**config.mk**
```make
export PLATFORM = sky130hd
export DESIGN_NAME = circular_positional_list_engine_unit
export DESIGN_NICKNAME = d
export VERILOG_FILES = /design/src/design/cple_pkg.sv /design/src/design/cple_ram.sv /design/src/design/cple_ctrl.sv /design/src/design/cple_datapath.sv /design/src/design/circular_positional_list_engine_unit.sv
export SDC_FILE = /design/constraint.sdc
export NUM_CORES = 2
export LEC_CHECK = 0
export BUFFER_PORTS_ARGS = -buffer_cell sky130_fd_sc_hd__buf_2
export CORE_MARGIN = 10
export CORE_UTILIZATION = 30
export DETAILED_ROUTE_END_ITERATION = 8
export GPL_TIMING_DRIVEN = 1
export PLACE_DENSITY_LB_ADDON = 0.05
export SLEW_MARGIN = 20
export SYNTH_ARGS = -nofsm -noshare
export SYNTH_HDL_FRONTEND = slang
export SYNTH_HIERARCHICAL = 1
export SYNTH_SLANG_ARGS = --single-unit
```
**constraint.sdc**
```tcl
create_clock -name clk -period 8.4 [get_ports clk]
set_input_delay 0.84 -clock clk [delete_from_list [all_inputs] [get_ports clk]]
set_output_delay 0.84 -clock clk [all_outputs]
set_load 0.02 [all_outputs]
```
**src/design/cple_pkg.sv**
```systemverilog
// Package for the circular list engine: operation and status codes,
// controller states, and the command and status bundles.
// Depends on nothing; the controller, datapath and top level import it.
package cple_pkg;

    // Width of the position field of an input word.
    localparam int POS_W = 6;

    // Operation codes carried by the func field.
    typedef enum logic [2:0] {
        FN_INS_FRONT = 3'd0,
        FN_INS_BACK  = 3'd1,
        FN_INS_POS   = 3'd2,
        FN_DEL_FRONT = 3'd3,
        FN_DEL_BACK  = 3'd4,
        FN_DEL_POS   = 3'd5,
        FN_DUMP      = 3'd6,
        FN_CLEAR     = 3'd7
    } func_t;

    // Status codes of a result word.
    typedef enum logic [1:0] {
        ST_OK      = 2'd0,
        ST_BAD_POS = 2'd1,
        ST_EMPTY   = 2'd2,
        ST_FULL    = 2'd3
    } status_t;

    // Controller states.
    typedef enum logic [2:0] {
        S_IDLE,
        S_WALK,
        S_INS_W1,
        S_INS_W2,
        S_DEL_W,
        S_DUMP,
        S_REPORT
    } ctl_state_t;

    // Commands from the controller to the datapath.
    typedef struct packed {
        logic    capture;
        logic    walk_pos;
        logic    base_tail;
        logic    rd_en;
        logic    ins_w1;
        logic    ins_w2;
        logic    set_head;
        logic    set_tail;
        logic    del_w;
        logic    clear;
        logic    out_load;
        logic    emit;
        status_t st;
    } cmd_t;

    // Status flags from the datapath to the controller.
    typedef struct packed {
        logic cnt_zero;
        logic cnt_full;
        logic pos_zero;
        logic pos_gt;
        logic pos_ge;
        logic pos_eq;
        logic steps_last;
        logic pend;
        logic iss_done;
        logic emit_last;
        logic out_free;
    } sts_t;

endpackage

```
**src/design/cple_ram.sv**
```systemverilog
// Generic single-write, single-read RAM with a registered read port.
// Depends on nothing.
module cple_ram #(
    parameter int WIDTH = 32,
    parameter int DEPTH = 32
) (
    input  logic                             clk,
    input  logic                             we,
    input  logic [$clog2(DEPTH)-1:0]         waddr,
    input  logic [WIDTH-1:0]                 wdata,
    input  logic                             re,
    input  logic [$clog2(DEPTH)-1:0]         raddr,
    output logic [WIDTH-1:0]                 rdata
);

    logic [WIDTH-1:0] mem [DEPTH];
    logic [WIDTH-1:0] rdata_reg;

    // Write port.
    always_ff @(posedge clk)
    begin
        if (we)
        begin
            mem[waddr] <= wdata;
        end
    end

    // Read port; the data holds while no read is issued.
    always_ff @(posedge clk)
    begin
        if (re)
        begin
            rdata_reg <= mem[raddr];
        end
    end

    assign rdata = rdata_reg;

endmodule

```
**src/design/cple_ctrl.sv**
```systemverilog
// Controller of the circular list engine: decodes each input word and
// sequences walks, link writes, dumps and status reports.
// Depends on cple_pkg.
module cple_ctrl (
    input  logic             clk,
    input  logic             rst_n,
    input  logic             in_valid,
    output logic             in_ready,
    input  cple_pkg::func_t  func,
    input  cple_pkg::sts_t   sts,
    output cple_pkg::cmd_t   cmd
);
    import cple_pkg::*;

    ctl_state_t state_reg, state_next;
    status_t    st_reg, st_next;
    logic       is_ins_reg, is_ins_next;
    logic       set_head_reg, set_head_next;
    logic       set_tail_reg, set_tail_next;
    logic       accept;

    // State and operation registers.
    always_ff @(posedge clk or negedge rst_n)
    begin
        if (!rst_n)
        begin
            state_reg    <= S_IDLE;
            st_reg       <= ST_OK;
            is_ins_reg   <= 1'b0;
            set_head_reg <= 1'b0;
            set_tail_reg <= 1'b0;
        end
        else
        begin
            state_reg    <= state_next;
            st_reg       <= st_next;
            is_ins_reg   <= is_ins_next;
            set_head_reg <= set_head_next;
            set_tail_reg <= set_tail_next;
        end
    end

    assign in_ready = (state_reg == S_IDLE);
    assign accept   = in_valid && in_ready;

    // Next state and commands.
    always_comb
    begin
        state_next    = state_reg;
        st_next       = st_reg;
        is_ins_next   = is_ins_reg;
        set_head_next = set_head_reg;
        set_tail_next = set_tail_reg;
        cmd           = '0;
        cmd.st        = st_reg;
        cmd.set_head  = set_head_reg;
        cmd.set_tail  = set_tail_reg;

        case (state_reg)
            S_IDLE:
            begin
                if (accept)
                begin
                    st_next       = ST_OK;
                    is_ins_next   = 1'b0;
                    set_head_next = 1'b0;
                    set_tail_next = 1'b0;
                    case (func)
                        FN_INS_FRONT, FN_INS_BACK:
                        begin
                            if (sts.cnt_full)
                            begin
                                st_next    = ST_FULL;
                                state_next = S_REPORT;
                            end
                            else
                            begin
                                cmd.capture   = 1'b1;
                                is_ins_next   = 1'b1;
                                set_head_next = (func == FN_INS_FRONT);
                                set_tail_next = (func == FN_INS_BACK);
                                state_next    = sts.cnt_zero ? S_INS_W1 : S_WALK;
                            end
                        end
                        FN_INS_POS:
                        begin
                            if (sts.pos_gt)
                            begin
                                st_next    = ST_BAD_POS;
                                state_next = S_REPORT;
                            end
                            else if (sts.cnt_full)
                            begin
                                st_next    = ST_FULL;
                                state_next = S_REPORT;
                            end
                            else
                            begin
                                cmd.capture   = 1'b1;
                                cmd.walk_pos  = !sts.pos_zero && !sts.pos_eq;
                                is_ins_next   = 1'b1;
                                set_head_next = sts.pos_zero;
                                set_tail_next = sts.pos_eq;
                                state_next    = sts.cnt_zero ? S_INS_W1 : S_WALK;
                            end
                        end
                        FN_DEL_FRONT, FN_DEL_BACK:
                        begin
                            if (sts.cnt_zero)
                            begin
                                st_next    = ST_EMPTY;
                                state_next = S_REPORT;
                            end
                            else
                            begin
                                cmd.capture   = 1'b1;
                                cmd.base_tail = (func == FN_DEL_BACK);
                                state_next    = S_WALK;
                            end
                        end
                        FN_DEL_POS:
                        begin
                            if (sts.cnt_zero)
                            begin
                                st_next    = ST_EMPTY;
                                state_next = S_REPORT;
                            end
                            else if (sts.pos_ge)
                            begin
                                st_next    = ST_BAD_POS;
                                state_next = S_REPORT;
                            end
                            else
                            begin
                                cmd.capture  = 1'b1;
                                cmd.walk_pos = 1'b1;
                                state_next   = S_WALK;
                            end
                        end
                        FN_DUMP:
                        begin
                            if (sts.cnt_zero)
                            begin
                                st_next    = ST_EMPTY;
                                state_next = S_REPORT;
                            end
                            else
                            begin
                                cmd.capture = 1'b1;
                                state_next  = S_DUMP;
                            end
                        end
                        FN_CLEAR:
                        begin
                            cmd.clear  = 1'b1;
                            state_next = S_REPORT;
                        end
                        default:
                        begin
                            state_next = S_REPORT;
                        end
                    endcase
                end
            end

            // One link read per cycle until the target node has been read.
            S_WALK:
            begin
                cmd.rd_en = 1'b1;
                if (sts.steps_last)
                begin
                    state_next = is_ins_reg ? S_INS_W1 : S_DEL_W;
                end
            end

            S_INS_W1:
            begin
                cmd.ins_w1 = 1'b1;
                state_next = S_INS_W2;
            end

            S_INS_W2:
            begin
                cmd.ins_w2 = 1'b1;
                state_next = S_REPORT;
            end

            S_DEL_W:
            begin
                cmd.del_w  = 1'b1;
                state_next = S_REPORT;
            end

            // Reads run one ahead of the words sent out.
            S_DUMP:
            begin
                cmd.emit  = sts.pend && sts.out_free;
                cmd.rd_en = !sts.iss_done && (!sts.pend || cmd.emit);
                if (cmd.emit && sts.emit_last)
                begin
                    state_next = S_IDLE;
                end
            end

            S_REPORT:
            begin
                if (sts.out_free)
                begin
                    cmd.out_load = 1'b1;
                    state_next   = S_IDLE;
                end
            end

            default:
            begin
                state_next = S_IDLE;
            end
        endcase
    end

endmodule

```
**src/design/cple_datapath.sv**
```systemverilog
// Datapath of the circular list engine: node RAMs, head, tail, count,
// free map, walk pointer, counters and the output register.
// Depends on cple_pkg and cple_ram.
module cple_datapath #(
    parameter int CAPACITY   = 32,
    parameter int DATA_WIDTH = 32
) (
    input  logic                                clk,
    input  logic                                rst_n,
    input  logic signed [31:0]                  value,
    input  logic [cple_pkg::POS_W-1:0]          position,
    input  cple_pkg::cmd_t                      cmd,
    output cple_pkg::sts_t                      sts,
    output logic                                out_valid,
    input  logic                                out_ready,
    output logic [1:0]                          status,
    output logic signed [31:0]                  element,
    output logic [4:0]                          element_index,
    output logic [5:0]                          count,
    output logic                                last
);
    import cple_pkg::*;

    localparam int SW   = $clog2(CAPACITY);
    localparam int CW   = $clog2(CAPACITY + 1);
    localparam int CMPW = (CW > POS_W) ? CW : POS_W;

    logic [SW-1:0]         head_reg, head_next, tail_reg, tail_next;
    logic [SW-1:0]         cur_reg, cur_next;
    logic [CW-1:0]         count_reg, count_next;
    logic [CW-1:0]         steps_reg, steps_next;
    logic [CW-1:0]         iss_reg, iss_next, idx_reg, idx_next;
    logic [CAPACITY-1:0]   free_reg, free_next;
    logic                  follow_reg, follow_next, pend_reg, pend_next;
    logic [DATA_WIDTH-1:0] val_reg;

    logic                  out_valid_reg, out_valid_next;
    logic [1:0]            status_reg;
    logic signed [31:0]    element_reg;
    logic [4:0]            index_reg;
    logic [5:0]            count_out_reg;
    logic                  last_reg;

    logic [SW-1:0]         nxt_rd, prv_rd, rd_addr, new_slot, a_slot, b_slot;
    logic [DATA_WIDTH-1:0] val_rd;
    logic                  empty;
    logic                  nxt_we, prv_we;
    logic [SW-1:0]         nxt_waddr, nxt_wdata, prv_waddr, prv_wdata;
    logic [CMPW-1:0]       pos_cmp, cnt_cmp;

    // Lowest free node.
    function automatic logic [SW-1:0] first_free(input logic [CAPACITY-1:0] map);
        logic [SW-1:0] r;
        r = '0;
        for (int i = CAPACITY - 1; i >= 0; i--)
        begin
            if (map[i])
            begin
                r = SW'(i);
            end
        end
        return r;
    endfunction

    assign new_slot = first_free(free_reg);
    assign empty    = (count_reg == '0);
    assign rd_addr  = follow_reg ? nxt_rd : cur_reg;

    // Neighbors of a new node: the target read last and the node before it.
    assign a_slot = empty ? new_slot : prv_rd;
    assign b_slot = empty ? new_slot : cur_reg;

    // Link write ports.
    always_comb
    begin
        nxt_we    = cmd.ins_w1 || cmd.ins_w2 || cmd.del_w;
        prv_we    = nxt_we;
        nxt_waddr = new_slot;
        nxt_wdata = b_slot;
        prv_waddr = new_slot;
        prv_wdata = a_slot;
        if (cmd.ins_w2)
        begin
            nxt_waddr = a_slot;
            nxt_wdata = new_slot;
            prv_waddr = b_slot;
            prv_wdata = new_slot;
        end
        else if (cmd.del_w)
        begin
            nxt_waddr = prv_rd;
            nxt_wdata = nxt_rd;
            prv_waddr = nxt_rd;
            prv_wdata = prv_rd;
        end
    end

    cple_ram #(.WIDTH(DATA_WIDTH), .DEPTH(CAPACITY)) u_val_ram (
        .clk   (clk),
        .we    (cmd.ins_w1),
        .waddr (new_slot),
        .wdata (val_reg),
        .re    (cmd.rd_en),
        .raddr (rd_addr),
        .rdata (val_rd)
    );

    cple_ram #(.WIDTH(SW), .DEPTH(CAPACITY)) u_next_ram (
        .clk   (clk),
        .we    (nxt_we),
        .waddr (nxt_waddr),
        .wdata (nxt_wdata),
        .re    (cmd.rd_en),
        .raddr (rd_addr),
        .rdata (nxt_rd)
    );

    cple_ram #(.WIDTH(SW), .DEPTH(CAPACITY)) u_prev_ram (
        .clk   (clk),
        .we    (prv_we),
        .waddr (prv_waddr),
        .wdata (prv_wdata),
        .re    (cmd.rd_en),
        .raddr (rd_addr),
        .rdata (prv_rd)
    );

    // List state and walk counters.
    always_comb
    begin
        head_next   = head_reg;
        tail_next   = tail_reg;
        count_next  = count_reg;
        free_next   = free_reg;
        cur_next    = cur_reg;
        steps_next  = steps_reg;
        iss_next    = iss_reg;
        idx_next    = idx_reg;
        follow_next = follow_reg;
        pend_next   = pend_reg;

        if (cmd.capture)
        begin
            cur_next    = cmd.base_tail ? tail_reg : head_reg;
            follow_next = 1'b0;
            steps_next  = cmd.walk_pos ? CW'(position) : '0;
            iss_next    = '0;
            idx_next    = '0;
            pend_next   = 1'b0;
        end
        else
        begin
            if (cmd.emit)
            begin
                idx_next  = idx_reg + CW'(1);
                pend_next = 1'b0;
            end
            if (cmd.rd_en)
            begin
                cur_next    = rd_addr;
                follow_next = 1'b1;
                iss_next    = iss_reg + CW'(1);
                pend_next   = 1'b1;
                if (steps_reg != '0)
                begin
                    steps_next = steps_reg - CW'(1);
                end
            end
        end

        if (cmd.ins_w2)
        begin
            if (empty || cmd.set_head)
            begin
                head_next = new_slot;
            end
            if (empty || cmd.set_tail)
            begin
                tail_next = new_slot;
            end
            free_next[new_slot] = 1'b0;
            count_next          = count_reg + CW'(1);
        end
        else if (cmd.del_w)
        begin
            if (count_reg <= CW'(1))
            begin
                head_next = '0;
                tail_next = '0;
            end
            else
            begin
                if (cur_reg == head_reg)
                begin
                    head_next = nxt_rd;
                end
                if (cur_reg == tail_reg)
                begin
                    tail_next = prv_rd;
                end
            end
            free_next[cur_reg] = 1'b1;
            count_next         = count_reg - CW'(1);
        end
        else if (cmd.clear)
        begin
            head_next  = '0;
            tail_next  = '0;
            count_next = '0;
            free_next  = '1;
        end
    end

    always_ff @(posedge clk or negedge rst_n)
    begin
        if (!rst_n)
        begin
            head_reg   <= '0;
            tail_reg   <= '0;
            count_reg  <= '0;
            free_reg   <= '1;
            cur_reg    <= '0;
            steps_reg  <= '0;
            iss_reg    <= '0;
            idx_reg    <= '0;
            follow_reg <= 1'b0;
            pend_reg   <= 1'b0;
        end
        else
        begin
            head_reg   <= head_next;
            tail_reg   <= tail_next;
            count_reg  <= count_next;
            free_reg   <= free_next;
            cur_reg    <= cur_next;
            steps_reg  <= steps_next;
            iss_reg    <= iss_next;
            idx_reg    <= idx_next;
            follow_reg <= follow_next;
            pend_reg   <= pend_next;
        end
    end

    // Value of the word being inserted.
    always_ff @(posedge clk)
    begin
        if (cmd.capture)
        begin
            val_reg <= DATA_WIDTH'(value);
        end
    end

    // Flags for the controller.
    assign pos_cmp = CMPW'(position);
    assign cnt_cmp = CMPW'(count_reg);

    always_comb
    begin
        sts.cnt_zero   = empty;
        sts.cnt_full   = (count_reg == CW'(CAPACITY));
        sts.pos_zero   = (pos_cmp == '0);
        sts.pos_gt     = (pos_cmp > cnt_cmp);
        sts.pos_ge     = (pos_cmp >= cnt_cmp);
        sts.pos_eq     = (pos_cmp == cnt_cmp);
        sts.steps_last = (steps_reg == '0);
        sts.pend       = pend_reg;
        sts.iss_done   = (iss_reg == count_reg);
        sts.emit_last  = (idx_reg == count_reg - CW'(1));
        sts.out_free   = !out_valid_reg || out_ready;
    end

    // Output register.
    always_comb
    begin
        out_valid_next = out_valid_reg;
        if (cmd.out_load || cmd.emit)
        begin
            out_valid_next = 1'b1;
        end
        else if (out_ready)
        begin
            out_valid_next = 1'b0;
        end
    end

    always_ff @(posedge clk or negedge rst_n)
    begin
        if (!rst_n)
        begin
            out_valid_reg <= 1'b0;
        end
        else
        begin
            out_valid_reg <= out_valid_next;
        end
    end

    always_ff @(posedge clk)
    begin
        if (cmd.out_load)
        begin
            status_reg    <= cmd.st;
            element_reg   <= '0;
            index_reg     <= '0;
            count_out_reg <= 6'(count_reg);
            last_reg      <= 1'b1;
        end
        else if (cmd.emit)
        begin
            status_reg    <= ST_OK;
            element_reg   <= 32'($signed(val_rd));
            index_reg     <= 5'(idx_reg);
            count_out_reg <= 6'(count_reg);
            last_reg      <= sts.emit_last;
        end
    end

    assign out_valid     = out_valid_reg;
    assign status        = status_reg;
    assign element       = element_reg;
    assign element_index = index_reg;
    assign count         = count_out_reg;
    assign last          = last_reg;

endmodule

```
**src/design/circular_positional_list_engine_unit.sv**
```systemverilog
// Top level of the circular list engine: controller plus datapath.
// Depends on cple_pkg, cple_ctrl, cple_datapath and cple_ram.
//
//   Channel  | Handshake             | Word
//   ---------+-----------------------+---------------------------------------
//   in       | in_valid / in_ready   | func, value, position
//   out      | out_valid / out_ready | status, element, element_index,
//            |                       | count, last
//
// A word is taken only while the controller is idle. An insert into an
// empty list skips the walk; a failed operation or a clear goes straight
// to the status report.
// The walk follows the forward link RAM, one node per cycle.
// Reset clears head, tail, count and the free map; node RAMs need no clear.
// A stalled output register holds the controller in its report or dump
// step until the word is taken.
module circular_positional_list_engine_unit #(
    parameter int CAPACITY   = 32,
    parameter int DATA_WIDTH = 32
) (
    input  logic                        clk,
    input  logic                        rst_n,
    input  logic                        in_valid,
    output logic                        in_ready,
    input  logic [2:0]                  func,
    input  logic signed [31:0]          value,
    input  logic [cple_pkg::POS_W-1:0]  position,
    output logic                        out_valid,
    input  logic                        out_ready,
    output logic [1:0]                  status,
    output logic signed [31:0]          element,
    output logic [4:0]                  element_index,
    output logic [5:0]                  count,
    output logic                        last
);
    import cple_pkg::*;

    cmd_t cmd;
    sts_t sts;

    cple_ctrl u_ctrl (
        .clk      (clk),
        .rst_n    (rst_n),
        .in_valid (in_valid),
        .in_ready (in_ready),
        .func     (func_t'(func)),
        .sts      (sts),
        .cmd      (cmd)
    );

    cple_datapath #(
        .CAPACITY   (CAPACITY),
        .DATA_WIDTH (DATA_WIDTH)
    ) u_datapath (
        .clk           (clk),
        .rst_n         (rst_n),
        .value         (value),
        .position      (position),
        .cmd           (cmd),
        .sts           (sts),
        .out_valid     (out_valid),
        .out_ready     (out_ready),
        .status        (status),
        .element       (element),
        .element_index (element_index),
        .count         (count),
        .last          (last)
    );

endmodule
```
==> results.yml <==
status:
  status: "complete, no violations"
finish:
  regMostFlops: "u_datapath/u_val_ram/mem"
  layout-drive-gt1-share: 0.167
  largest_register_ffs: 1024
  reg_top3: "u_datapath/u_val_ram/mem x1024, u_datapath/u_next_ram/mem x160, u_datapath/u_prev_ram/mem x160"
  fin_area_sq_um: 71700
  areaGrowthSynthToFinish_pct: 15.3
  nets: 3933
cts:
  root_buffer: "clkbuf_16"
  cts.clk_slew.worst_paths_ps: 60
  clock_insertion_delay_worst_skew_ps: 810
  ctsHtreeMaxLevel: 4
  cts_tree: "yes"
  post-cts-setup-buffer-count: 0
  numCtsBuffers: 176
  clockBufferDepth: 3
  clock-sinks: 1546
placed_design:
  place_area_sq_um: 66000
  port_buffers: 92
  dpl.hpwl_um: 99800
  pre_cts_ws_ps: 3740
  routabilityCongestion: 0.748
timing:
  hold_viol: 0
  setup_viol: 0
  tightest_slew_ps: 1090
  fin_crit_ps: 4550
  period_share: 0.541
  max_slew_margin: 0.272
  timing.setup.tns_ps: 0
  fin_worst_skew_ps: 40.0
  holdWs_ps: 211
  final_max_slew_viol_count: 0
  fin_ws_ps: 3850
  timing.fmax_mhz: 220
  rsz0062_at_grt: "false"
synthesis:
  synth.most_common_cell: "edfxtp_1"
  postSynthAreaPerCell_sq_um: 16.8
  synth_largest_area_cell: "edfxtp_1"
  synthTopCellsByCount: "1,426 x edfxtp_1, 561 x mux2i_1, 237 x nor2_1"
  yosysSeqAreaShare: 0.735
  synth_edf_count: 1426
  synth_top_cells_by_area: "edfxtp_1 69%, mux2i_1 9.0%, mux4_2 3.6%, dfrtp_1 2.0%, nor2_1 1.4%"
  synth_cells: 3711
  synthesis.nets: 3769
  synth_top_area_share: 0.689
  yosysWarnings: 6
  ys_types: 83
  async_flop_share: 0.0530
  synth_seq_cells: 1546
  synth_area_sq_um: 62200
  ys.flop_type: "edfxtp_1"
worst_setup_path:
  crit_family: "simple AND/OR/NAND/NOR gates"
  critPathMostFrequentCell: "nand2_1"
  start_kind: "register"
  worstSetupPathType: "register to register"
  critPathRequiredTime_ps: 8830
  path_buf_inv: 2
  worstPathCellList: "nand2_1 > nor2_4 > buf_4 > inv_1 > nand2_1 > o2bb2ai_1 > a21oi_1 > nand3_1 > nor2_1"
  endpoint_kind: "register"
  crit_slowest_cell: "a21oi_1"
  crit_path_max_incr_delay_ps: 680
  critPathArrivalTime_ps: 4980
  critical_path_peak_fanout: 63
power:
  leakage_nw: 24.1
  power_density_nw_per_um2: 380
  finalPower_mw: 27.2
  vdd_drop_max_v: 0.000458
routing:
  drtIter0Drc: 2549
  wire_per_inst_um: 27.3
  drcViolationCount: 0
  drt-vias-per-instance: 4.95
  first_pass_iters: 5
  ant_nets: 0
  drt-total-wl_um: 184000
  vias: 33300
floorplan:
  die_width_um: 475
  io_pins: 93
  dieArea_sq_um: 226000
  design.core.area_sq_um: 207000
  row_count: 167
  die_y_um: 475
  initial_core_util: 0.301
global_route:
  grt-ovfl-total: 0
  grt_pass1_wl_um: 262000
  grt_pass1_vias: 33700
  groute.usage.overall: 0.161
  grt_max_degree: 121
  antenna_found_initial: 23
flow_run:
  cap_violations: 0
worst_hold_path:
  hold_class: "input port to register"
[power by group]
group          total [mW]  internal, mW  switching [mW]
registers            10.4          9.77           0.600
logic                9.64          3.40            6.24
clock network        7.20          4.10            3.11
total                27.2          17.3            9.95
[metrics by stage]
stage,instances,util
3_3_place_gp,6377,0.319
6_report,6735,0.347
2_1_floorplan,3711,-
4_1_cts,6706,0.345
5_1_grt,6729,0.347
3_5_place_dp,6381,0.319
[logic make-up (layout without fill, tap and decap cells)]
group,count (synthesis),after routing,share of synthesized area
other cells,0,10,0
buf+inv,240,550,0.0200
compound gates,498,498,0.0538
simple gates,685,685,0.0516
flops,1546,1546,0.735
mux,689,689,0.132
fa+ha+maj,13,13,0.00262
xor+xnor,40,40,0.00564
[path summary, 6_finish.rpt]
check | startpoint | endpoint | slack, ps | depth (start not counted)
min in group asynchronous | rst_n | u_datapath/cur_reg[4] | 510 | 2
setup / recovery | u_ctrl/state_reg[1] | u_datapath/u_prev_ram/mem[19][3] | 3850 | 9
max in group asynchronous | rst_n | u_datapath/pend_reg | 6670 | 3
setup reg to reg | u_ctrl/state_reg[1] | u_datapath/u_prev_ram/mem[19][3] | 3850 | 9
hold reg to reg | u_datapath/element[4] | u_datapath/element[4] | 480 | 2
hold / removal | value[12] | u_datapath/val_reg[12] | 210 | 1
[timing repair]
| action | in CTS | in global routing |
|---|---|---|
| hold buffers | 1 | 0 |
| resized for setup | 0 | 0 |
| endpoints found under the hold margin | 24 | 0 |
[worst reg2reg max path: cells and delay by family, from the launching register on]
kind / cells / cell delay, ps
compound gates: 2 / 800
simple gates: 5 / 1780
buf+inv: 2 / 1040
flops: 1 / 590
[placed cells by master (no fill, tap or decap), drive strengths merged, types with 17 or more instances in the layout]
master  synthesis  routed
dfxtp          38      38
inv            32      39
clkbuf         97     232
a22o           65      65
xnor2          22      22
nor2          238     238
nand3         115     115
mux4          100     100
mux2           28      28
dfrtp          50      50
o21ai          39      39
mux2i         561     561
a22oi         101     101
dfstp          32      32
xor2           18      18
clkinv          1      80
nand3b         17      17
a31oi          39      39
edfxtp       1426    1426
nand2         169     169
buf           110     192
a21oi         176     176
nor3           55      55
[routing by layer]
| metal | up-vias | global-route usage | share of wire |
|---|---|---|---|
| li1 | 14900 | - | - |
| met1 | 17400 | 0.239 | 0.49 |
| met2 | 738 | 0.248 | 0.45 |
| met3 | 201 | 0.0239 | 0.041 |
| met4 | 4 | 0.0332 | 0.015 |
| met5 | - | 0 | 0.0014 |
[cell type report]
type / instances / area (sq um)
Fill cell: 19600 / 135000
Sequential cell: 1546 / 45700
Multi-Input combinational cell: 1925 / 15600
Clock buffer: 232 / 4760
Tap cell: 2704 / 3380
Timing Repair Buffer: 193 / 1510
Clock inverter: 92 / 606
Inverter: 33 / 129
Antenna cell: 10 / 25.0
No activity file was read; power rests on OpenSTA's default activity.
